==> src/hw/rtl/dvrt_pkg.sv <==
// Shared types and codes for the distance-vector route table.
`default_nettype none

package dvrt_pkg;

    // Item kinds
    typedef enum logic [1:0] {
        ACT_LOAD   = 2'd0,
        ACT_ADVERT = 2'd1,
        ACT_DOWN   = 2'd2,
        ACT_LOOKUP = 2'd3
    } action_t;

    // Packet travelling down the row of cells
    typedef struct packed {
        logic        vld;
        logic        apply;     // 0: gathering neighbour cost, 1: updating entries
        action_t     action;
        logic [2:0]  nb;
        logic        nb_ok;
        logic [2:0]  dest;
        logic [15:0] cost_in;
        logic [15:0] nb_cost;
        logic        lcl;
        logic [15:0] res_cost;
        logic [2:0]  res_hop;
        logic        res_valid;
        logic        changed;
    } dvrt_pkt_t;

    // One result beat
    typedef struct packed {
        logic [2:0]  dest;
        logic [15:0] cost;
        logic [2:0]  hop;
        logic        valid;
        logic        lcl;
        logic        changed;
    } dvrt_res_t;

endpackage

`default_nettype wire

==> src/hw/rtl/dvrt_cell.sv <==
// One route table entry with its slot of the packet chain.
`default_nettype none

module dvrt_cell
    import dvrt_pkg::*;
#(
    parameter int IDX      = 0,
    parameter int COST_INF = 9999
)
(
    input  wire logic       clk,
    input  wire logic       rst_n,
    input  wire logic [2:0] self_node,
    input  wire dvrt_pkt_t  pkt_i,
    output dvrt_pkt_t       pkt_o
);

    localparam logic [15:0] INF = 16'(COST_INF);

    logic [15:0] cost_reg, cost_next;
    logic [2:0]  hop_reg, hop_next;
    logic        vld_reg, vld_next;
    dvrt_pkt_t   pkt_reg, pkt_next;

    logic        is_self;
    logic        at_dest;
    logic        at_nb;
    logic [16:0] sum;
    logic        chg;

    assign is_self = (int'(self_node) == IDX);
    assign at_dest = (int'(pkt_i.dest) == IDX);
    assign at_nb   = (int'(pkt_i.nb) == IDX);
    assign sum     = {1'b0, pkt_i.nb_cost} + {1'b0, pkt_i.cost_in};

    // Entry update and packet hand-on
    always_comb
    begin
        cost_next = cost_reg;
        hop_next  = hop_reg;
        vld_next  = vld_reg;
        pkt_next  = pkt_i;
        chg       = 1'b0;
        if (pkt_i.vld)
        begin
            if (!pkt_i.apply)
            begin
                // gather pass: pick up cost to the advertising neighbour
                if (at_nb)
                begin
                    pkt_next.nb_cost = is_self ? 16'd0 : cost_reg;
                end
            end
            else
            begin
                case (pkt_i.action)
                    ACT_LOAD:
                    begin
                        if (at_dest && !is_self)
                        begin
                            chg       = (cost_reg != pkt_i.cost_in) || (hop_reg != pkt_i.dest)
                                        || !vld_reg;
                            cost_next = pkt_i.cost_in;
                            hop_next  = pkt_i.dest;
                            vld_next  = 1'b1;
                        end
                    end
                    ACT_ADVERT:
                    begin
                        if (at_dest && !is_self && pkt_i.nb_ok)
                        begin
                            if (sum < {1'b0, cost_reg})
                            begin
                                cost_next = sum[15:0];
                                hop_next  = pkt_i.nb;
                                vld_next  = 1'b1;
                                chg       = 1'b1;
                            end
                            else if (sum == {1'b0, cost_reg})
                            begin
                                if (!vld_reg || (pkt_i.nb < hop_reg))
                                begin
                                    hop_next = pkt_i.nb;
                                    vld_next = 1'b1;
                                    chg      = 1'b1;
                                end
                            end
                        end
                    end
                    ACT_DOWN:
                    begin
                        if (!is_self && vld_reg && (hop_reg == pkt_i.nb))
                        begin
                            cost_next = INF;
                            hop_next  = 3'd0;
                            vld_next  = 1'b0;
                            chg       = 1'b1;
                        end
                    end
                    default:
                    begin
                    end
                endcase
                pkt_next.changed = pkt_i.changed | chg;
                // report the destination entry as it stands after the step
                if (at_dest)
                begin
                    if (is_self)
                    begin
                        pkt_next.res_cost  = 16'd0;
                        pkt_next.res_hop   = 3'd0;
                        pkt_next.res_valid = 1'b0;
                    end
                    else
                    begin
                        pkt_next.res_cost  = cost_next;
                        pkt_next.res_hop   = vld_next ? hop_next : 3'd0;
                        pkt_next.res_valid = vld_next;
                    end
                end
            end
        end
    end

    // Entry and chain registers
    always_ff @(posedge clk or negedge rst_n)
    begin
        if (!rst_n)
        begin
            cost_reg <= INF;
            hop_reg  <= 3'd0;
            vld_reg  <= 1'b0;
            pkt_reg  <= '0;
        end
        else
        begin
            cost_reg <= cost_next;
            hop_reg  <= hop_next;
            vld_reg  <= vld_next;
            pkt_reg  <= pkt_next;
        end
    end

    assign pkt_o = pkt_reg;

endmodule

`default_nettype wire

==> src/hw/rtl/distance_vector_route_table.sv <==
// Distance-vector route table: row of entry cells with a sequencing controller.
// An item is registered on accept, passes down the cell row and is registered again at the
// result output; an advert makes two passes (one down the cell row to read the neighbour
// cost, one to update). The cell row holds one item at a time: a new item is accepted only
// after the last one has left it. Reset is asynchronous, active low: every cost reads as
// COST_INFINITY, no next hops, self_node 0, both channels empty.
`default_nettype none

module distance_vector_route_table
    import dvrt_pkg::*;
#(
    parameter int NODES         = 6,
    parameter int COST_INFINITY = 9999
)
(
    input  wire logic        clk,
    input  wire logic        rst_n,
    // configuration
    input  wire logic        cfg_valid,
    output logic             cfg_ready,
    input  wire logic [2:0]  self_node,
    // input items
    input  wire logic        in_valid,
    output logic             in_ready,
    input  wire logic [1:0]  action,
    input  wire logic [2:0]  neighbor,
    input  wire logic [2:0]  dest,
    input  wire logic [15:0] cost_in,
    // results
    output logic             out_valid,
    input  wire logic        out_ready,
    output logic [2:0]       entry_dest,
    output logic [15:0]      entry_cost,
    output logic [2:0]       next_hop,
    output logic             route_valid,
    output logic             local_delivery,
    output logic             changed
);

    localparam logic [15:0] INF = 16'(COST_INFINITY);

    typedef enum logic [1:0] {
        ST_IDLE = 2'b01,
        ST_BUSY = 2'b10
    } state_t;

    state_t     state_reg, state_next;
    logic [2:0] self_reg;
    dvrt_pkt_t  inj_reg, inj_next;
    dvrt_res_t  out_reg, out_next;
    dvrt_res_t  skid_reg, skid_next;
    logic       out_vld_reg, out_vld_next;
    logic       skid_vld_reg, skid_vld_next;
    dvrt_pkt_t  chain [NODES+1];
    dvrt_pkt_t  exit_pkt;
    dvrt_res_t  res;
    logic       in_acc;

    assign cfg_ready = 1'b1;
    assign in_ready  = (state_reg == ST_IDLE) && !skid_vld_reg;
    assign in_acc    = in_valid && in_ready;

    // Row of entry cells
    assign chain[0] = inj_reg;
    for (genvar k = 0; k < NODES; k++)
    begin : g_cell
        dvrt_cell #(
            .IDX      (k),
            .COST_INF (COST_INFINITY)
        ) u_cell (
            .clk       (clk),
            .rst_n     (rst_n),
            .self_node (self_reg),
            .pkt_i     (chain[k]),
            .pkt_o     (chain[k+1])
        );
    end
    assign exit_pkt = chain[NODES];

    always_comb
    begin
        res.dest    = exit_pkt.dest;
        res.cost    = exit_pkt.res_cost;
        res.hop     = exit_pkt.res_hop;
        res.valid   = exit_pkt.res_valid;
        res.lcl     = exit_pkt.lcl;
        res.changed = exit_pkt.changed;
    end

    // Sequencing: inject, second pass for adverts, collect result
    always_comb
    begin
        state_next    = state_reg;
        inj_next      = '0;
        out_next      = out_reg;
        skid_next     = skid_reg;
        out_vld_next  = out_vld_reg;
        skid_vld_next = skid_vld_reg;

        if (out_vld_reg && out_ready)
        begin
            out_vld_next = 1'b0;
            if (skid_vld_reg)
            begin
                out_next      = skid_reg;
                out_vld_next  = 1'b1;
                skid_vld_next = 1'b0;
            end
        end

        case (state_reg)
            ST_IDLE:
            begin
                if (in_acc)
                begin
                    inj_next.vld       = 1'b1;
                    inj_next.apply     = (action_t'(action) != ACT_ADVERT);
                    inj_next.action    = action_t'(action);
                    inj_next.nb        = neighbor;
                    inj_next.nb_ok     = (int'(neighbor) < NODES);
                    inj_next.dest      = dest;
                    inj_next.cost_in   = cost_in;
                    inj_next.nb_cost   = 16'd0;
                    inj_next.lcl       = (action_t'(action) == ACT_LOOKUP) && (dest == self_reg);
                    inj_next.res_cost  = INF;
                    inj_next.res_hop   = 3'd0;
                    inj_next.res_valid = 1'b0;
                    inj_next.changed   = 1'b0;
                    state_next         = ST_BUSY;
                end
            end
            ST_BUSY:
            begin
                if (exit_pkt.vld && !exit_pkt.apply)
                begin
                    inj_next       = exit_pkt;
                    inj_next.apply = 1'b1;
                end
                else if (exit_pkt.vld)
                begin
                    if (!out_vld_next)
                    begin
                        out_next     = res;
                        out_vld_next = 1'b1;
                    end
                    else
                    begin
                        skid_next     = res;
                        skid_vld_next = 1'b1;
                    end
                    state_next = ST_IDLE;
                end
            end
            default:
            begin
                state_next = ST_IDLE;
            end
        endcase
    end

    // Control registers
    always_ff @(posedge clk or negedge rst_n)
    begin
        if (!rst_n)
        begin
            state_reg    <= ST_IDLE;
            self_reg     <= 3'd0;
            inj_reg      <= '0;
            out_vld_reg  <= 1'b0;
            skid_vld_reg <= 1'b0;
        end
        else
        begin
            state_reg    <= state_next;
            inj_reg      <= inj_next;
            out_vld_reg  <= out_vld_next;
            skid_vld_reg <= skid_vld_next;
            if (cfg_valid)
            begin
                self_reg <= self_node;
            end
        end
    end

    // Result payload registers
    always_ff @(posedge clk)
    begin
        out_reg  <= out_next;
        skid_reg <= skid_next;
    end

    assign out_valid      = out_vld_reg;
    assign entry_dest     = out_reg.dest;
    assign entry_cost     = out_reg.cost;
    assign next_hop       = out_reg.hop;
    assign route_valid    = out_reg.valid;
    assign local_delivery = out_reg.lcl;
    assign changed        = out_reg.changed;

endmodule

`default_nettype wire

==> config.mk <==
export PLATFORM = sky130hd
export DESIGN_NAME = distance_vector_route_table
export DESIGN_NICKNAME = d
export VERILOG_FILES = /design/src/hw/rtl/dvrt_pkg.sv /design/src/hw/rtl/dvrt_cell.sv /design/src/hw/rtl/distance_vector_route_table.sv
export SDC_FILE = /design/constraint.sdc
export NUM_CORES = 2
export LEC_CHECK = 0
export BUFFER_PORTS_ARGS = -buffer_cell sky130_fd_sc_hd__buf_2
export CAP_MARGIN = 20
export CORE_ASPECT_RATIO = 1.5
export CORE_MARGIN = 3
export CORE_UTILIZATION = 35
export CTS_CLUSTER_DIAMETER = 100
export DETAILED_ROUTE_END_ITERATION = 10
export MAX_ROUTING_LAYER = met4
export PLACE_DENSITY = 0.49
export REMOVE_ABC_BUFFERS = 1
export SETUP_SLACK_MARGIN = 0.5
export SLEW_MARGIN = 20
export SYNTH_ARGS = -nofsm -noshare
export SYNTH_HDL_FRONTEND = slang
export SYNTH_HIERARCHICAL = 1
export SYNTH_SLANG_ARGS = --single-unit
==> constraint.sdc <==
create_clock -name clk -period 11.6 [get_ports clk]
set_clock_uncertainty 0.1 [all_clocks]
set_input_delay 1.74 -clock clk [delete_from_list [all_inputs] [get_ports clk]]
set_output_delay 1.74 -clock clk [all_outputs]
set_load 0.02 [all_outputs]
== Yosys cells after proc, flatten, opt, wreduce, memory -nomap -nowiden ==
Index checks and enable logic that the tools add are counted.

* Add/sub/neg operators: 6
* Multiply operators: 0
* Div/mod/pow operators: 0
* Order comparisons: 13
* Eq/ne operators: 59
* Shifts and indexed selects: 0
* Mux-type cells: 257
* Bitwise operators: 7
* Reduce and logical (&&, ||, !) cells: 78

{| class="wikitable"
|+ Operators by type and width
! operator !! count
|-
| $mux W16 || 48
|-
| $pmux W16 S3 || 6
|-
| $mux W21 || 12
|-
| $mux W20 || 12
|-
| $mux W25 || 6
|-
| $mux W65 || 2
|-
| $pmux W65 S2 || 1
|-
| $mux W3 || 42
|-
| $mux W1 || 106
|-
| $add A16 B16 Y17 || 6
|-
| $eq A17 B16 Y1 || 6
|-
| $lt A17 B16 Y1 || 6
|-
| $ne A16 B16 Y1 || 6
|-
| $pmux W3 S3 || 6
|-
| $eq A3 B3 Y1 const B || 12
|-
| $pmux W1 S3 || 12
|-
| $logic_and A1 B1 Y1 || 29
|-
| $eq A3 B3 Y1 || 7
|-
| $logic_or A1 B1 Y1 || 18
|-
| $lt A3 B3 Y1 || 6
|-
| $ne A3 B3 Y1 || 6
|-
| $eq A2 B2 Y1 const B || 8
|-
| $eq A2 B1 Y1 const B || 7
|-
| $logic_not A1 Y1 || 14
|-
| 13 further kinds || 36
|}

* Flip-flop bits (word level): 632
* Latch bits: 0
* Memory bits (writable): 0
* ROM bits: 0
* Bits of input ports: 32
* Output and inout bits: 28
* Memories: 0

== Logic depth before layout (Yosys ltp) ==
* Depth after elaboration: 14
* Mapped depth: 20
* Depth with buffers taken out: 19

== Hierarchy ==
Netlist, hierarchy kept.

{| class="wikitable"
|+ By module, submodules not included
! module !! times used !! cells an instance !! area an instance (um^2)
|-
| dvrt_cell (g_cell[3].u_cell) || 1 || 556 || 5396.4
|-
| dvrt_cell (g_cell[2].u_cell) || 1 || 557 || 5202.5
|-
| dvrt_cell (g_cell[0].u_cell) || 1 || 539 || 5182.5
|-
| dvrt_cell (g_cell[4].u_cell) || 1 || 556 || 5088.6
|-
| dvrt_cell (g_cell[1].u_cell) || 1 || 529 || 5071.1
|-
| dvrt_cell (g_cell[5].u_cell) || 1 || 526 || 4968.5
|-
| distance_vector_route_table || 1 || 291 || 4616.9
|}

== Least setup slack after synthesis ==
Ideal clock, no wire load.

* Path type: reg-to-reg
* Start point: register g_cell[1].u_cell.pkt_reg, in the netlist g_cell[1].u_cell/pkt_o[44]
* End point: register g_cell[2].u_cell.pkt_reg, in the netlist g_cell[2].u_cell/pkt_o[19]
* Arrival: 4063 ps
* Required time: 11378 ps
* Path slack: 7315 ps
* Stages on the path, launching flop included: 18
* Path buffers: 0
* Period minus slack after synthesis: 4285 ps
* Cell sequence: dfrtp_1 > ha_1 > a211o_2 > o211ai_1 > o211ai_1 > a31o_2 > a21oi_1 > xor2_1 > inv_1 > ha_1 > nand3_1 > nor2_1 > a221oi_2 > o211ai_2 > nor3_4 > mux2_4 > a211o_1 > a32o_1

{| class="wikitable"
|+ RTL lines
! item !! line !! text
|-
| start: declaration || dvrt_cell.sv:23 || <nowiki>dvrt_pkt_t pkt_reg, pkt_next;</nowiki>
|-
| start signal: assignment || dvrt_cell.sv:140 || <nowiki>pkt_reg <= pkt_next;</nowiki>
|-
| end signal: assignment || dvrt_cell.sv:140 ||
|-
| end: declaration || dvrt_cell.sv:23 ||
|}

==> flow_results.org <==
** Cells and area
- Area added between synthesis and finish :: 11.5%
- The finished cells cover 39,600 µm².
- Final cell count without fillers :: 4,936
- In the final layout, the share of cells above drive strength 1 is 0.118.
- Utilization of the core after routing :: 0.394
- For this run, the post-layout net count is 3,831.
- The register with the most flip-flops in the layout has 390 of them.

** Place
- Post-place instance area :: 37,100 µm²
- RD Place Congestion :: 0.970
- Post-detailed-placement half-perimeter wirelength :: 112 mm
- The number of placed instances, taps included, is 4,803.
- Buffers added on ports :: 58

** CTS
- The tree is rooted in a sky130_fd_sc_hd__clkbuf_16.
- Once the clock tree was built, the setup fixing pass inserted 0 buffers.
- Clock slew at reported path FFs :: 0.06 ns
- Post-cts repair resize count :: 0
- Clock Latency Late Sink :: 0.66 ns
- TritonCTS built the clock tree.
- In this run the deepest clock path goes through 3 buffers.
- H-tree levels :: 3
- CTS sink cnt :: 632
- CTS Hold Buffers Added :: 0
- Number of CTS-inserted buffers :: 70

** Synth
- Counting flops and latches in the post-synthesis netlist gives 632.
- In this run the cell area of the synthesized design comes to 35,500 µm².
- Yosys mapped a number of flops with a built-in enable equal to 25.
- Synthesis handed over a netlist of 3,554 instances.
- Top FF cell, synth :: sky130_fd_sc_hd__dfrtp_1
- Post-synth ARST share :: 0.921
- Fraction of the yosys area taken by sequential cells :: 0.447
- Synth top area cells :: sky130_fd_sc_hd__dfrtp_1 38%, sky130_fd_sc_hd__ha_1 7.5%, sky130_fd_sc_hd__nand2_1 3.8%
- After synthesis, the netlist uses 125 different library cells.
- Average footprint of a synthesized cell :: 10.0 µm²
- Share of the synthesized area in the top cell type :: 0.375
- Sorting the synthesized cells by how often they occur yields 533 x sky130_fd_sc_hd__dfrtp_1, 359 x sky130_fd_sc_hd__nand2_1, 219 x sky130_fd_sc_hd__o21ai_0, 212 x sky130_fd_sc_hd__ha_1, 204 x sky130_fd_sc_hd__nor2_1.
- Number of synthesis warnings :: 6
- By instance count, the leading cell after synthesis is sky130_fd_sc_hd__dfrtp_1.
- Cell type with the largest total area after synthesis :: sky130_fd_sc_hd__dfrtp_1

** Run status
- Status :: finished, final reports clean

** STA
- For the pin with the worst max-slew slack, the measured transition is 1.13 ns.
- Final period util :: 0.497
- Unrepaired setup endpoints after global routing :: false
- Highest clock rate :: 0.173 GHz
- Setup TNS :: 0 ns
- The total count of max-transition violations in the final report was 0.
- Max transition margin :: 0.239
- Number of endpoints failing setup at the final stage :: 0
- On the final layout, the worst hold slack is 0.246 ns.
- Final number of hold-violating endpoints :: 0
- Post-layout minimum cycle time :: 5.76 ns

** GRT
- Global-route congestion overflow total :: 0
- The via count of the first global-routing pass was 29.8k.
- First-pass GRT wire length :: 211 mm
- The initial antenna violation count was 3.
- Global routing usage summed across all routing layers :: 0.284
- Entering global routing, the biggest net connects 155 pins.

** Floorplan
- Core region area :: 100,000 µm²
- In this run the core area contains 142 standard-cell rows.
- Initial cell density of the core :: 0.354
- Top Ports :: 60
- Floorplan die height :: 396 µm
- The floorplan step set the die width to 266 µm.
- Area enclosed by the die boundary :: 105,000 µm²

** Setup path
- Of all nets on the critical path, the largest fanout is 6.
- Data arrives at the worst endpoint at 6.22 ns.
- The worst setup path is of the reg2reg kind.
- Critical Path Sink Type :: flip-flop
- At the worst endpoint, the required time is 12.06 ns.
- The worst setup path is launched from a flip-flop.

** Pwr
- For this design the static power due to leakage is 17.6 nW.
- VDD sags by at most 0.103 mV.
- Power per cell area :: 202 nW/µm²

** Detailed routing
- Routed length on met1 :: 55.8 mm
- Routed signal wires occupy layers up through met4.
- Vias/cell :: 5.96
- Wire segments on met2 add up to 73.5 mm in the final route.
- Number of DRC violations after detailed-routing iteration 0 :: 2,468
- For this block, the via count after detailed routing is 29.4k.
- Wire length after detailed routing :: 147 mm
- Once detail routing completed, the nets flagged for antenna violations numbered 0.
- Wire segments on met3 add up to 6.27 mm in the final route.
- Routed wirelength normalized by instance count :: 29.7 µm
- After detailed routing, the number of remaining DRC violations is 0.
- DR pass1 iterations :: 6

** Flow run
- MaxCap Viol Count :: 0

** Hold path
- The min-delay analysis places its worst path in the category reg2reg.
[critical path, stage by stage (launching register included)]
cell and delay, ns:
sky130_fd_sc_hd__dfrtp_1 0.59, sky130_fd_sc_hd__ha_1 0.28, sky130_fd_sc_hd__inv_1 0.07, sky130_fd_sc_hd__fa_1 0.39
sky130_fd_sc_hd__nand2b_1 0.20, sky130_fd_sc_hd__a211oi_1 0.62, sky130_fd_sc_hd__o21ai_0 0.28, sky130_fd_sc_hd__o21bai_1 0.22
sky130_fd_sc_hd__o41ai_1 0.10, sky130_fd_sc_hd__xnor2_1 0.18, sky130_fd_sc_hd__ha_1 0.32, sky130_fd_sc_hd__nand4_1 0.09
sky130_fd_sc_hd__o21ai_0 0.15, sky130_fd_sc_hd__a21oi_1 0.06, sky130_fd_sc_hd__a311oi_1 0.78, sky130_fd_sc_hd__nor3_1 0.22
sky130_fd_sc_hd__nor2_1 0.53, sky130_fd_sc_hd__a221oi_1 0.22, sky130_fd_sc_hd__o21ai_0 0.25
[per-stage QoR]
| stage | power (W) | setup WS [ns] |
|---|---|---|
| 6_report | 0.00801 | 5.84 |
| 5_1_grt | 0.00838 | 5.46 |
| 4_1_cts | 0.00802 | 5.91 |
| 3_5_place_dp | 0.00558 | 5.96 |
| 3_3_place_gp | 0.00561 | 5.90 |
| 2_1_floorplan | 0.00446 | 6.33 |
[cells by family after synthesis]
| kind of cell | after synthesis | share of synthesized area |
|---|---|---|
| xor+xnor | 187 | 0.0461 |
| simple gates | 978 | 0.138 |
| fa+ha+maj | 218 | 0.0780 |
| mux | 70 | 0.0262 |
| buf+inv | 335 | 0.0390 |
| flops | 632 | 0.447 |
| compound gates | 1133 | 0.226 |
| other cells | 1 | 0.000106 |
[where the power goes]
part | internal (W) | switching, W | total [W]
Clock | 0.00137 | 0.00103 | 0.00240
Combinational | 0.000861 | 0.00161 | 0.00247
Sequential | 0.00257 | 0.000573 | 0.00314
[cells in the final DEF, fill, tap and decap left out, types with 57 or more instances in the layout]
master                      count
sky130_fd_sc_hd__ha_1         212
sky130_fd_sc_hd__o31ai_1       87
sky130_fd_sc_hd__xor2_1        73
sky130_fd_sc_hd__nor2_1       203
sky130_fd_sc_hd__a21oi_1      196
sky130_fd_sc_hd__o21ai_0      219
sky130_fd_sc_hd__nand2_1      358
sky130_fd_sc_hd__a21o_1        67
sky130_fd_sc_hd__inv_1        192
sky130_fd_sc_hd__dfrtp_1      533
sky130_fd_sc_hd__xnor2_1      114
sky130_fd_sc_hd__clkbuf_16     70
sky130_fd_sc_hd__buf_2         57
sky130_fd_sc_hd__nand3_1       63
[metal layers]
layer / GRT usage / vias to the layer above
li1: - / 13100
met1: 0.317 / 14800
met2: 0.485 / 1153
met3: 0.0284 / 399
met4: 0.180 / 0
met5: - / -
[final timing paths]
check	slack, ns	from	cells after the start	end
worst max register to register	5.84	g_cell[3].u_cell/pkt_o[38]	18	g_cell[4].u_cell/pkt_o[19]
max in group asynchronous	7.88	rst_n	3	g_cell[2].u_cell/pkt_o[34]
worst max-delay path	5.84	g_cell[3].u_cell/pkt_o[38]	18	g_cell[4].u_cell/pkt_o[19]
worst min-delay path	0.25	g_cell[2].u_cell/pkt_o[21]	0	g_cell[3].u_cell/pkt_o[21]
worst min register to register	0.25	g_cell[2].u_cell/pkt_o[21]	0	g_cell[3].u_cell/pkt_o[21]
min in group asynchronous	1.00	rst_n	1	g_cell[2].u_cell/pkt_o[21]
[area by class of cell]
type | instances | area, µm²
Antenna cell | 3 | 7.51
Multi-Input combinational cell | 2587 | 18300
Tap cell | 1296 | 1620
Clock buffer | 92 | 1920
Timing Repair Buffer | 97 | 613
Sequential cell | 632 | 15900
Clock inverter | 36 | 515
Fill cell | 9889 | 60800
Inverter | 193 | 724
No activity file was read; power rests on OpenSTA's default activity.
